### config.mk
export PLATFORM = sky130hd
export DESIGN_NAME = fbc64_keygen
export DESIGN_NICKNAME = d
export VERILOG_FILES = /design/src/rtl/fbc64_pkg.sv /design/src/rtl/fbc64_keygen.sv
export VERILOG_INCLUDE_DIRS = /design/src /design/src/rtl
export SDC_FILE = /design/constraint.sdc
export NUM_CORES = 1
export LEC_CHECK = 0
export BUFFER_PORTS_ARGS = -buffer_cell sky130_fd_sc_hd__buf_2
export CELL_PAD_IN_SITES_DETAIL_PLACEMENT = 0
export CELL_PAD_IN_SITES_GLOBAL_PLACEMENT = 1
export CORE_ASPECT_RATIO = 1.5
export CORE_MARGIN = 2
export CORE_UTILIZATION = 42
export DETAILED_ROUTE_END_ITERATION = 7
export PLACE_DENSITY_LB_ADDON = 0.1
export SETUP_SLACK_MARGIN = 0.15
export SYNTH_ARGS = -nofsm -noshare
export SYNTH_HDL_FRONTEND = slang
export SYNTH_SLANG_ARGS = --single-unit
### constraint.sdc
create_clock -name clk_i -period 6.3 [get_ports clk_i]
set_input_delay 0.63 -clock clk_i [delete_from_list [all_inputs] [get_ports clk_i]]
set_output_delay 0.63 -clock clk_i [all_outputs]
set_load 0.01 [all_outputs]
### src/rtl/feistel_block_cipher_64_defines.svh
// Assertion macros shared by the cipher RTL.
// Depends on nothing; included by the modules that carry assertions.
`ifndef FEISTEL_BLOCK_CIPHER_64_DEFINES_SVH
`define FEISTEL_BLOCK_CIPHER_64_DEFINES_SVH

// Same-cycle implication, disabled while reset is asserted.
`define FBC64_ASSERT_IMP(name, clk, rst_n, ante, cons, msg) \
  name: assert property (@(posedge clk) disable iff (!rst_n) (ante) |-> (cons)) \
    else $error(msg);

// Next-cycle implication, disabled while reset is asserted.
`define FBC64_ASSERT_NXT(name, clk, rst_n, ante, cons, msg) \
  name: assert property (@(posedge clk) disable iff (!rst_n) (ante) |=> (cons)) \
    else $error(msg);

`endif

### src/rtl/fbc64_pkg.sv
// Types, constants and key-schedule helpers of the 64-bit Feistel cipher.
// Depends on nothing; used by every other file of the block but the assertion header.
`timescale 1ns / 1ps
`default_nettype none

package fbc64_pkg;

  // Block and half-block geometry.
  localparam int unsigned BLOCK_W = 64;
  localparam int unsigned HALF_W  = 32;

  // Number of Feistel rounds; each round is two pipeline stages.
  localparam int unsigned ROUNDS = 16;

  // Key storage: sixteen bytes, indexed by a four-bit counter.
  localparam int unsigned KEY_BYTES = 16;
  localparam int unsigned KEY_IDX_W = 4;
  localparam logic [KEY_IDX_W-1:0] KEY_LAST = KEY_IDX_W'(KEY_BYTES - 1);

  // Generator and round-function constants.
  localparam logic [HALF_W-1:0] GEN_XOR = 32'hA3B1C6D9;
  localparam logic [HALF_W-1:0] GEN_MUL = 32'h41C64E6D;
  localparam logic [HALF_W-1:0] GEN_ADD = 32'h00003039;
  localparam logic [HALF_W-1:0] MIX_MUL = 32'h9E3779B9;

  // Configuration port.
  localparam int unsigned CFG_IDX_W  = 2;
  localparam int unsigned CFG_DATA_W = 32;
  localparam logic [CFG_IDX_W-1:0] REG_KEY_SEED     = 2'd0;
  localparam logic [CFG_IDX_W-1:0] REG_DECRYPT_MODE = 2'd1;

  // Queue between the front and the back.
  localparam int unsigned FIFO_DEPTH = 2;
  localparam int unsigned FIFO_PTR_W = 1;
  localparam int unsigned FIFO_CNT_W = 2;
  localparam logic [FIFO_CNT_W-1:0] FIFO_FULL = FIFO_CNT_W'(FIFO_DEPTH);

  typedef logic [KEY_BYTES-1:0][7:0] key_t;

  // One block in flight. For decryption the halves travel swapped so that
  // the same round datapath serves both directions.
  typedef struct packed {
    logic              dec;
    logic [HALF_W-1:0] left;
    logic [HALF_W-1:0] right;
  } item_t;

  // Key byte feeding byte position pos (0 is the most significant) of the
  // subkey of round rnd.
  function automatic logic [KEY_IDX_W-1:0] key_byte_idx(input int unsigned rnd,
                                                         input int unsigned pos);
    int unsigned v;
    v = rnd * (2 * pos + 1) + pos;
    return v[KEY_IDX_W-1:0];
  endfunction

  // Subkey of round rnd gathered from four key bytes.
  function automatic logic [HALF_W-1:0] subkey(input key_t k, input int unsigned rnd);
    logic [HALF_W-1:0] sk;
    sk = '0;
    for (int unsigned pos = 0; pos < 4; pos++) begin
      sk[HALF_W-1-8*pos -: 8] = k[key_byte_idx(rnd, pos)];
    end
    return sk;
  endfunction

endpackage

`default_nettype wire

### src/rtl/fbc64_keygen.sv
// Key schedule sequencer: steps the linear congruential generator once per
// cycle and fills the sixteen key bytes. Depends on fbc64_pkg.
`timescale 1ns / 1ps
`default_nettype none
`include "feistel_block_cipher_64_defines.svh"

module fbc64_keygen (
  input  wire logic              clk_i,
  input  wire logic              rst_ni,
  input  wire logic              seed_we_i,
  input  wire logic [fbc64_pkg::HALF_W-1:0] seed_i,
  output logic                   busy_o,
  output fbc64_pkg::key_t        key_o
);

  logic [fbc64_pkg::HALF_W-1:0]    word_q, word_d;
  logic [fbc64_pkg::KEY_IDX_W-1:0] cnt_q, cnt_d;
  logic                            busy_q, busy_d;
  logic [fbc64_pkg::HALF_W-1:0]    lcg_next;
  fbc64_pkg::key_t                 key_q;

  // One generator step: multiply and add, modulo 2^32.
  assign lcg_next = word_q * fbc64_pkg::GEN_MUL + fbc64_pkg::GEN_ADD;

  // A seed write restarts the sequence; otherwise step while busy.
  always_comb begin
    word_d = word_q;
    cnt_d  = cnt_q;
    busy_d = busy_q;
    if (seed_we_i) begin
      word_d = seed_i ^ fbc64_pkg::GEN_XOR;
      cnt_d  = '0;
      busy_d = 1'b1;
    end else if (busy_q) begin
      word_d = lcg_next;
      cnt_d  = cnt_q + 1'b1;
      if (cnt_q == fbc64_pkg::KEY_LAST) begin
        busy_d = 1'b0;
      end
    end
  end

  // Reset starts the schedule from the zero seed.
  always_ff @(posedge clk_i or negedge rst_ni) begin
    if (!rst_ni) begin
      word_q <= fbc64_pkg::GEN_XOR;
      cnt_q  <= '0;
      busy_q <= 1'b1;
    end else begin
      word_q <= word_d;
      cnt_q  <= cnt_d;
      busy_q <= busy_d;
    end
  end

  // Key byte i takes bits 23..16 of generator output i+1.
  always_ff @(posedge clk_i) begin
    if (busy_q && !seed_we_i) begin
      key_q[cnt_q] <= lcg_next[23:16];
    end
  end

  assign busy_o = busy_q;
  assign key_o  = key_q;

  `FBC64_ASSERT_NXT(a_seed_restarts, clk_i, rst_ni, seed_we_i, busy_q && (cnt_q == '0), "seed write did not restart the key schedule")
  `FBC64_ASSERT_NXT(a_sched_ends, clk_i, rst_ni, busy_q && (cnt_q == fbc64_pkg::KEY_LAST) && !seed_we_i, !busy_q, "key schedule ran past the last byte")

endmodule

`default_nettype wire

==> metrics.txt <==
status=completed; Hold Crit Class=in2async; largest net degree at the start of global routing=54; relative slew slack=22.1%; Mapped Nets=1176; # Max-Cap Violations=0; Synth Instances=898; Tmin final=6.26 ns; Req. time, crit path=6.48 ns; WHS=0.299 ns; FF/Latch Area=between 4000 and 5000 um^2; total gr overflow=0; clock skew=0.0195 ns; area delta synth->final=33.7%; Synth top area share=35.3%; Post-route DRC=0; drt pass-1 iters=4; post-synthesis sequential area ratio=42.1%; final instance area=14600 um^2; Fmax achieved=160 MHz; Post-synth top cells=inv_1 (242), ha_1 (140), edfxtp_1 (128), fa_1 (103), nor2_1 (34); synthesized area=about 11000 um^2; Worst Tran Pin Value=1.16 ns; Bufs and invs on worst path=9; post-route ant nets=0; DIE HEIGHT=just over 200 um; reg2reg start=word_q[9]$_DFFE_PN1P_; Most used DFF post-synth=edfxtp_1; first-pass GRT wire length=around 45 mm; Worst setup SP type=register; number of synthesized flops with an enable pin=between 100 and 150; ratio of cells with drive above 1 in the final layout=35.9%; row count=72; worst skew pair latency=0.44 ns; Yosys top cell by area=edfxtp_1; post-synthesis cell type count=49; CP Capture Type=register; Final Max Tran Viols=0; CP max stage cell=dfstp_2; CP Max Fanout=8; most common cell in the netlist=inv_1; WL per Instance=around 20 um; Final Cycle Share=99.3%; Multi-input gate area=6100 um^2; unrepaired setup endpoints after global routing=yes; CTS tree=done; Num CTS Buffers=17; H-tree depth=4; Max Root-Sink Buffers=2; final net count=1471; vias=around 7400; WS Path Type=reg2reg; Synth area leaders=edfxtp_1 (35%), fa_1 (19%), ha_1 (16%); Iteration-0 DRC Markers=276; io pins=between 150 and 200; FILL cells=about 2200; Yosys reg bits=between 150 and 200; cell chain of the critical path=ha_4 > fa_1 > fa_1 > inv_2 > fa_1 > inv_1 > ha_1 > inv_1 > fa_1 > inv_1 > fa_1 > inv_1 > fa_1 > inv_2 > ha_4 > and2_4 > buf_4 > and3_4 > o211ai_2 > buf_4 > a31oi_4 > nor2_4 > xnor2_4 > clkbuf_16; gr usage total=22.9%; placed wire-length estimate=23.5 mm; Async S/R FF share, synth=18.5%; Clk pin slew, worst setup/hold paths=0.08 ns; CP most frequent cell=fa_1; Port Buffers=155; vias in the first global route=7785; Core ar.=about 26000 um^2; CP delay by family, top=adder cells; slowest stage delay, CP=0.57 ns; Worst Path Arrival=6.44 ns; Final Hold Fails=0; Initial Util=42.5%; Avg Cell Area, Syn=approximately 12 um^2; drt via density=approximately 4.8; routability cong.=0.889; clock root cell=clkbuf_16; placed inst area=around 13000 um^2; initial antenna violation count=0; Sink Count=between 150 and 200; Critical Path Start=word_q[9]$_DFFE_PN1P_; chip width=136 um; Setup Viol. Count Final=0; Ys Warns=0; total wire length=30.0 mm; Die Area=27300 um^2
through the flow:
step | setup slack [ns] | std cells | setup TNS [ns] | utilization [%]
6_report | 0.0415 | 1539 | 0 | 56.8
3_5_place_dp | -0.392 | 1474 | -31.21 | 50.4
5_1_grt | -0.151 | 1538 | -5.30 | 56.8
3_3_place_gp | -0.337 | 1474 | -25.66 | 50.4
2_1_floorplan | 0.118 | 898 | 0 | -
4_1_cts | 0.0225 | 1533 | 0 | 55.8
per-layer routing:
layer	track usage (%)	vias up	wire, um
li1	-	3499	-
met5	0	-	0
met3	2.65	44	1160
met2	44.4	204	16900
met4	6.77	0	769
met1	25.6	3621	11200
layout by cell type, fill, tap and decap left out, types with 6 or more instances in the layout:
master,count
dfstp_2,14
buf_6,19
nand2_1,23
xor2_1,10
ha_1,114
buf_4,104
buf_12,8
fa_1,93
nor2_1,31
nor3_1,6
inv_1,232
edfxtp_1,128
clkbuf_16,19
dfrtp_1,13
o21ai_0,15
mux2i_1,6
inv_2,10
ha_4,22
fa_2,10
a21o_1,11
a21oi_1,24
nand3_1,6
xnor2_1,25
buf_2,155
kinds of logic (layout without fill, tap and decap cells):
family,Yosys count,count (layout),share of synthesized area [%]
xor+xnor,45,46,3.62
other cells,0,1,0
simple gates,97,97,4.07
flops,157,157,42.1
compound gates,94,94,5.85
buf+inv,256,562,8.85
mux,6,6,0.551
fa+ha+maj,243,243,35.0
timing repair:
item,CTS,global route
cloned,4,1
hold buffers,0,0
gates resized for setup,77,55
hold endpoints to repair,0,0
setup buffers,24,5
pin swaps,49,46
endpoints found under the setup margin,135,137
area by class of cell:
type                            count  share of cell area (%)
Timing Repair Buffer              288                    13.6
Multi-Input combinational cell    486                    41.8
Antenna cell                        1                  0.0172
Inverter                          243                    6.26
Sequential cell                   157                    31.5
Tap cell                          333                    2.86
Clock buffer                       17                    2.92
Clock inverter                     14                    1.03
worst register-to-register path, stage by stage (launching register included):
cell	delay, ns
dfstp_2	0.57
ha_4	0.22
fa_1	0.47
fa_1	0.52
inv_2	0.04
fa_1	0.52
inv_1	0.04
ha_1	0.26
inv_1	0.04
fa_1	0.47
inv_1	0.05
fa_1	0.51
inv_1	0.05
fa_1	0.56
inv_2	0.06
ha_4	0.27
and2_4	0.15
buf_4	0.11
and3_4	0.18
o211ai_2	0.10
buf_4	0.17
a31oi_4	0.19
nor2_4	0.08
xnor2_4	0.17
clkbuf_16	0.18
state kept, by name, summed over array words and instances (netlist names):
name	cells
key_o	128
word_q	24
cnt_q	4
busy_o	1
final timing paths:
check / endpoint / slack [ns] / cells past startpoint
max in group asynchronous: word_q[17]$_DFFE_PN0P_ / 5.39 / 1
min in group clk_i: word_q[10]$_DFFE_PN1P_ / 0.32 / 2
worst max register to register: key_o[60]$_DFFE_PP_ / 0.04 / 24
worst min register to register: word_q[23]$_DFFE_PN1P_ / 0.59 / 2
worst max-delay path: key_o[60]$_DFFE_PP_ / 0.04 / 24
worst min-delay path: word_q[12]$_DFFE_PN0P_ / 0.30 / 1
Power is not shown: default switching activity piles up to over one toggle a cycle in this logic, so the estimate is an artifact.
