File: src/rtl/feistel_block_cipher_64_defines.svh
// Assertion macros shared by the cipher RTL.
// Depends on nothing; included by the modules that carry assertions.
`ifndef FEISTEL_BLOCK_CIPHER_64_DEFINES_SVH
`define FEISTEL_BLOCK_CIPHER_64_DEFINES_SVH

// Same-cycle implication, disabled while reset is asserted.
`define FBC64_ASSERT_IMP(name, clk, rst_n, ante, cons, msg) \
  name: assert property (@(posedge clk) disable iff (!rst_n) (ante) |-> (cons)) \
    else $error(msg);

// Next-cycle implication, disabled while reset is asserted.
`define FBC64_ASSERT_NXT(name, clk, rst_n, ante, cons, msg) \
  name: assert property (@(posedge clk) disable iff (!rst_n) (ante) |=> (cons)) \
    else $error(msg);

`endif

File: src/rtl/fbc64_pkg.sv
// Types, constants and key-schedule helpers of the 64-bit Feistel cipher.
// Depends on nothing; used by every other file of the block but the assertion header.
`timescale 1ns / 1ps
`default_nettype none

package fbc64_pkg;

  // Block and half-block geometry.
  localparam int unsigned BLOCK_W = 64;
  localparam int unsigned HALF_W  = 32;

  // Number of Feistel rounds; each round is two pipeline stages.
  localparam int unsigned ROUNDS = 16;

  // Key storage: sixteen bytes, indexed by a four-bit counter.
  localparam int unsigned KEY_BYTES = 16;
  localparam int unsigned KEY_IDX_W = 4;
  localparam logic [KEY_IDX_W-1:0] KEY_LAST = KEY_IDX_W'(KEY_BYTES - 1);

  // Generator and round-function constants.
  localparam logic [HALF_W-1:0] GEN_XOR = 32'hA3B1C6D9;
  localparam logic [HALF_W-1:0] GEN_MUL = 32'h41C64E6D;
  localparam logic [HALF_W-1:0] GEN_ADD = 32'h00003039;
  localparam logic [HALF_W-1:0] MIX_MUL = 32'h9E3779B9;

  // Configuration port.
  localparam int unsigned CFG_IDX_W  = 2;
  localparam int unsigned CFG_DATA_W = 32;
  localparam logic [CFG_IDX_W-1:0] REG_KEY_SEED     = 2'd0;
  localparam logic [CFG_IDX_W-1:0] REG_DECRYPT_MODE = 2'd1;

  // Queue between the front and the back.
  localparam int unsigned FIFO_DEPTH = 2;
  localparam int unsigned FIFO_PTR_W = 1;
  localparam int unsigned FIFO_CNT_W = 2;
  localparam logic [FIFO_CNT_W-1:0] FIFO_FULL = FIFO_CNT_W'(FIFO_DEPTH);

  typedef logic [KEY_BYTES-1:0][7:0] key_t;

  // One block in flight. For decryption the halves travel swapped so that
  // the same round datapath serves both directions.
  typedef struct packed {
    logic              dec;
    logic [HALF_W-1:0] left;
    logic [HALF_W-1:0] right;
  } item_t;

  // Key byte feeding byte position pos (0 is the most significant) of the
  // subkey of round rnd.
  function automatic logic [KEY_IDX_W-1:0] key_byte_idx(input int unsigned rnd,
                                                         input int unsigned pos);
    int unsigned v;
    v = rnd * (2 * pos + 1) + pos;
    return v[KEY_IDX_W-1:0];
  endfunction

  // Subkey of round rnd gathered from four key bytes.
  function automatic logic [HALF_W-1:0] subkey(input key_t k, input int unsigned rnd);
    logic [HALF_W-1:0] sk;
    sk = '0;
    for (int unsigned pos = 0; pos < 4; pos++) begin
      sk[HALF_W-1-8*pos -: 8] = k[key_byte_idx(rnd, pos)];
    end
    return sk;
  endfunction

endpackage

`default_nettype wire

File: src/rtl/fbc64_in_if.sv
// Input channel of the cipher: valid/ready handshake carrying one block.
// Depends on fbc64_pkg for the block width.
`timescale 1ns / 1ps
`default_nettype none

interface fbc64_in_if;
  logic                         valid;
  logic                         ready;
  logic [fbc64_pkg::BLOCK_W-1:0] block_in;

  modport source (output valid, output block_in, input ready);
  modport sink   (input valid, input block_in, output ready);
endinterface

`default_nettype wire

File: src/rtl/fbc64_front.sv
// Front end: accepts blocks, tags them with the direction, orders the
// halves and queues them for the round pipeline. Depends on fbc64_pkg.
`timescale 1ns / 1ps
`default_nettype none
`include "feistel_block_cipher_64_defines.svh"

module fbc64_front (
  input  wire logic         clk_i,
  input  wire logic         rst_ni,
  fbc64_in_if.sink          in_ch,
  input  wire logic         kg_busy_i,
  input  wire logic         decrypt_i,
  output fbc64_pkg::item_t  head_o,
  output logic              head_valid_o,
  input  wire logic         head_pop_i
);

  fbc64_pkg::item_t                 fifo_q [fbc64_pkg::FIFO_DEPTH];
  logic [fbc64_pkg::FIFO_PTR_W-1:0] wr_ptr_q, rd_ptr_q;
  logic [fbc64_pkg::FIFO_CNT_W-1:0] cnt_q;
  logic                             push;
  fbc64_pkg::item_t                 item;

  // No block is taken while the key bytes are being derived.
  assign in_ch.ready = (cnt_q != fbc64_pkg::FIFO_FULL) && !kg_busy_i;
  assign push        = in_ch.valid && in_ch.ready;

  // Decryption enters with its halves swapped.
  always_comb begin
    item.dec = decrypt_i;
    if (decrypt_i) begin
      item.left  = in_ch.block_in[fbc64_pkg::HALF_W-1:0];
      item.right = in_ch.block_in[fbc64_pkg::BLOCK_W-1:fbc64_pkg::HALF_W];
    end else begin
      item.left  = in_ch.block_in[fbc64_pkg::BLOCK_W-1:fbc64_pkg::HALF_W];
      item.right = in_ch.block_in[fbc64_pkg::HALF_W-1:0];
    end
  end

  // Queue pointers and fill count; pointers wrap at the power-of-two depth.
  always_ff @(posedge clk_i or negedge rst_ni) begin
    if (!rst_ni) begin
      wr_ptr_q <= '0;
      rd_ptr_q <= '0;
      cnt_q    <= '0;
    end else begin
      if (push) begin
        wr_ptr_q <= wr_ptr_q + 1'b1;
      end
      if (head_pop_i) begin
        rd_ptr_q <= rd_ptr_q + 1'b1;
      end
      if (push && !head_pop_i) begin
        cnt_q <= cnt_q + 1'b1;
      end else if (!push && head_pop_i) begin
        cnt_q <= cnt_q - 1'b1;
      end
    end
  end

  // Queue storage.
  always_ff @(posedge clk_i) begin
    if (push) begin
      fifo_q[wr_ptr_q] <= item;
    end
  end

  assign head_o       = fifo_q[rd_ptr_q];
  assign head_valid_o = (cnt_q != '0);

  `FBC64_ASSERT_IMP(a_no_pop_empty, clk_i, rst_ni, head_pop_i, cnt_q != '0, "queue popped while empty")

endmodule

`default_nettype wire

File: src/flat_wrapper.sv
// flat-port wrapper written by rule: the top's interface ports become plain ports
module fbc64_front_flat 
  (clk_i, rst_ni, kg_busy_i, decrypt_i, head_o, head_valid_o, head_pop_i, in_ch_valid, in_ch_block_in, in_ch_ready);
  fbc64_in_if in_ch_i ();
  input  wire logic clk_i;
  input  wire logic rst_ni;
  input  wire logic kg_busy_i;
  input  wire logic decrypt_i;
  output fbc64_pkg::item_t head_o;
  output logic head_valid_o;
  input  wire logic head_pop_i;
  input wire logic [$bits(in_ch_i.valid)-1:0] in_ch_valid;
  input wire logic [$bits(in_ch_i.block_in)-1:0] in_ch_block_in;
  output wire logic [$bits(in_ch_i.ready)-1:0] in_ch_ready;
  assign in_ch_i.valid = in_ch_valid;
  assign in_ch_i.block_in = in_ch_block_in;
  assign in_ch_ready = in_ch_i.ready;
  fbc64_front u_core (.clk_i(clk_i), .rst_ni(rst_ni), .in_ch(in_ch_i), .kg_busy_i(kg_busy_i), .decrypt_i(decrypt_i), .head_o(head_o), .head_valid_o(head_valid_o), .head_pop_i(head_pop_i));
endmodule
File: config.mk
export PLATFORM = sky130hd
export DESIGN_NAME = fbc64_front_flat
export DESIGN_NICKNAME = d
export VERILOG_FILES = /design/src/rtl/fbc64_pkg.sv /design/src/rtl/fbc64_in_if.sv /design/src/rtl/fbc64_front.sv /design/src/flat_wrapper.sv
export VERILOG_INCLUDE_DIRS = /design/src /design/src/rtl
export SDC_FILE = /design/constraint.sdc
export NUM_CORES = 1
export LEC_CHECK = 0
export BUFFER_PORTS_ARGS = -buffer_cell sky130_fd_sc_hd__buf_4
export CORE_MARGIN = 3
export CORE_UTILIZATION = 49
export DETAILED_ROUTE_END_ITERATION = 16
export GPL_TIMING_DRIVEN = 0
export PLACE_DENSITY = 0.79
export SYNTH_ARGS = -nofsm -noshare
export SYNTH_HDL_FRONTEND = slang
export SYNTH_SLANG_ARGS = --single-unit
File: constraint.sdc
create_clock -name clk_i -period 3.75 [get_ports clk_i]
set_clock_uncertainty 0.15 [all_clocks]
set_input_delay 0.5625 -clock clk_i [delete_from_list [all_inputs] [get_ports clk_i]]
set_output_delay 0.5625 -clock clk_i [all_outputs]
set_load 0.005 [all_outputs]
==> results.md <==
* Status: completed
* Number of buffers created by CTS at 17
* Cell variety after synth at 16
* Rel. slew slack at 57.3%
* Root buf cell: clkbuf_16
* RR Startpoint: u_core.cnt_q[0]
* Mapped Cells at 293
* Power, Total at 4.89 mW
* Leading cell type in the layout, fill and taps excluded: buf_4
* Synth Area in XOR/XNOR at 0.748%
* VDD IR-drop max at 0.313 mV
* Initial antenna violation count at 0
* Worst Max-Slew Pin Slew at 639 ps
* PnR worst setup slack at 1360 ps
* Synthesized area per cell at 20.0 um2
* Total grt overflow at 0
* Largest family of logic cells by synthesized area: multiplexers
* Syn nets at 364
* CTS tree: built
* Port Buffers at 136
* Num Clock Sinks at 134
* Largest net degree at the start of global routing at 50
* Clock-pin slew on the worst setup and hold paths at 50 ps
* Tightest Hold Check Type: input port to flop
* Post-Route WL at 11500 um
* Rows at 39
* Critical Path End Type: output port
* Fin crit share at 63.7%
* Flop and latch count out of synthesis at 134
* Multi-input logic area at 0.00171 mm2
* Critical path data required time at 3040 ps
* Number of max-slew violations in the final report at 0
* Synth Cell Area at 0.00586 mm2
* CP Data Arrival Time at 1680 ps
* NetSw at 1.22 mW
* Unrepaired setup endpoints after global routing: no
* Worst R2R Setup Slack at 1750 ps
* Synth warn at 0
* Most frequent cells in the layout: buf_4 (136), edfxtp_1 (130), mux2_2 (89)
* Die ar. at 0.0133 mm2
* WHS Endpoint: u_core.rd_ptr_q
* Simple-Gate Fraction of Synth Area at 0.726%
* CP Class: flop to output port
* Setup WS pre-CTS at 1430 ps
* H-Tree Depth at 4
* Iteration count of the initial detailed-routing pass at 4
* Clk pwr share at 29.0%
* Max cap viols at 0
* Global-route wire length before repair at 17500 um
* Compound-Gate Fraction of Synth Area at 0%
* Layout cells sized above 1 at 66.6%
* CP max FO at 10
* Ant diodes at 0
* Area Overhead vs Synth at 30.6%
* Number of global-route vias before repair at 3387
* GRT Util Overall at 17.8%
* Wire length per cell at 19.0 um
* Post-synthesis adder-cell area fraction at 0.214%
* Worst Hold Path Cells at 2
* Logic pwr share at 31.3%
* Sequential element share of the synthesized area at 68.3%
* CORE AREA at 0.0116 mm2
* Hold Fails Final Rpt at 0
* Top-level port count at 137
* Initial Util at 50.7%
* FILL cells at 813
* Worst r2r path cells at 4
* Post-DP HPWL at 7840 um
* Pwr dens at 639 mW/mm2
* RR Endpoint: u_core.fifo_q[0][16]
* CP startpoint kind: flop
* Start point of the worst hold path: head_pop_i
* DRC errors left at 0
* DRT antenna net count at 0
* Final Critical Period at 2390 ps
* Die width at 115 um
* Layout Nets at 523
* CTS Buffer Depth at 2
* Clk Latency, worst-skew pair at 410 ps
* GP Congestion at 0.722
* Vias per std cell at 5.20
* Mux cell area share after synthesis at 27.4%
* Fmax at 0.418 GHz
* Via count at 3140
* Leak pwr at 2.99 nW
* Int Power at 3.67 mW
* DRT iter0 DRCs at 103
* Final setup violation count at 0
* Sequential share of power at 39.8%
* Switching fraction of total power at 25.0%
* Die Ht at 115 um
* Register area at 0.00400 mm2
state kept, by name, indices dropped and copies added, names as in the netlist:
register         flops
u_core.fifo_q      130
u_core.cnt_q         2
u_core.wr_ptr_q      1
u_core.rd_ptr_q      1
final cells by class:
cell class,count,area share [%]
plain buffers,14,1.90
clock buffers,19,5.66
clock inverters,9,0.850
inverters,2,0.0981
multi-input cells,143,22.4
flip-flops and latches,134,52.3
well taps,143,2.34
repair buffers,140,14.5
through the flow:
stage | area, um2 | cells | hold WS [ps] | setup TNS (ps) | utilization (%)
2_1_floorplan | 5860 | 293 | 117 | 0 | -
3_3_place_gp | 7060 | 572 | 211 | -35270 | 61.1
3_5_place_dp | 7150 | 575 | 213 | 0 | 61.8
4_1_cts | 7650 | 604 | 170 | 0 | 66.2
5_1_grt | 7650 | 604 | 166 | 0 | 66.2
6_report | 7650 | 604 | 185 | 0 | 66.2
what timing repair did:
item / in CTS / in global routing
hold buffers: 1 / 0
gates resized for setup: 0 / 0
buffers inserted: 0 / 0
endpoints found under the hold margin: 4 / 0
Yosys cell counts (all sizes together):
cell | instances | area, um2
nand2b | 1 | 6.26
buf | 14 | 145
edfxtp | 130 | 3900
nor2b | 2 | 12.5
ha | 1 | 12.5
inv | 2 | 7.51
and3 | 1 | 6.26
or2 | 1 | 6.26
dfrtp | 4 | 100
xnor2 | 2 | 17.5
mux2 | 129 | 1600
nor2 | 2 | 7.51
xor2 | 3 | 26.3
nand2 | 1 | 3.75
kinds of logic after synthesis:
kind of cell,after synthesis
xor+xnor,5
fa+ha+maj,1
buf+inv,16
flops,134
mux,129
simple gates,8
power by group through the flow:
| stage | Combinational, mW | Clock [mW] | Sequential, mW |
|---|---|---|---|
| 2_1_floorplan | 0.876 | 0 | 1.96 |
| 3_3_place_gp | 1.50 | 0 | 1.98 |
| 3_5_place_dp | 1.55 | 0 | 1.98 |
| 4_1_cts | 1.56 | 1.45 | 1.95 |
| 5_1_grt | 1.64 | 1.52 | 1.96 |
| 6_report | 1.53 | 1.42 | 1.94 |
worst max-delay path by stage:
| stage | start | end | slack (ps) | cells after the start |
|---|---|---|---|---|
| finish | u_core.rd_ptr_q | head_o[22] | 1360 | 4 |
| global placement | kg_busy_i | u_core.fifo_q[0][8] | -430 | 4 |
| global route | u_core.rd_ptr_q | head_o[22] | 1310 | 4 |
| CTS | u_core.rd_ptr_q | head_o[22] | 1310 | 4 |
| floorplan | in_ch_valid | u_core.fifo_q[0][0] | 670 | 3 |
| detailed placement | kg_busy_i | u_core.fifo_q[0][8] | 1430 | 5 |
per-layer routing:
metal	track usage [%]	routed length (um)
met5	0	0
met2	30.2	5970
met3	6.16	685
met1	20.4	4610
met4	7.98	207
critical path, cell delays in order, from the launching register on:
cell     delay [ps]
dfrtp_1         400
buf_6           190
buf_6           210
mux2_4          320
buf_4           140
No activity file was read; power rests on OpenSTA's default activity.
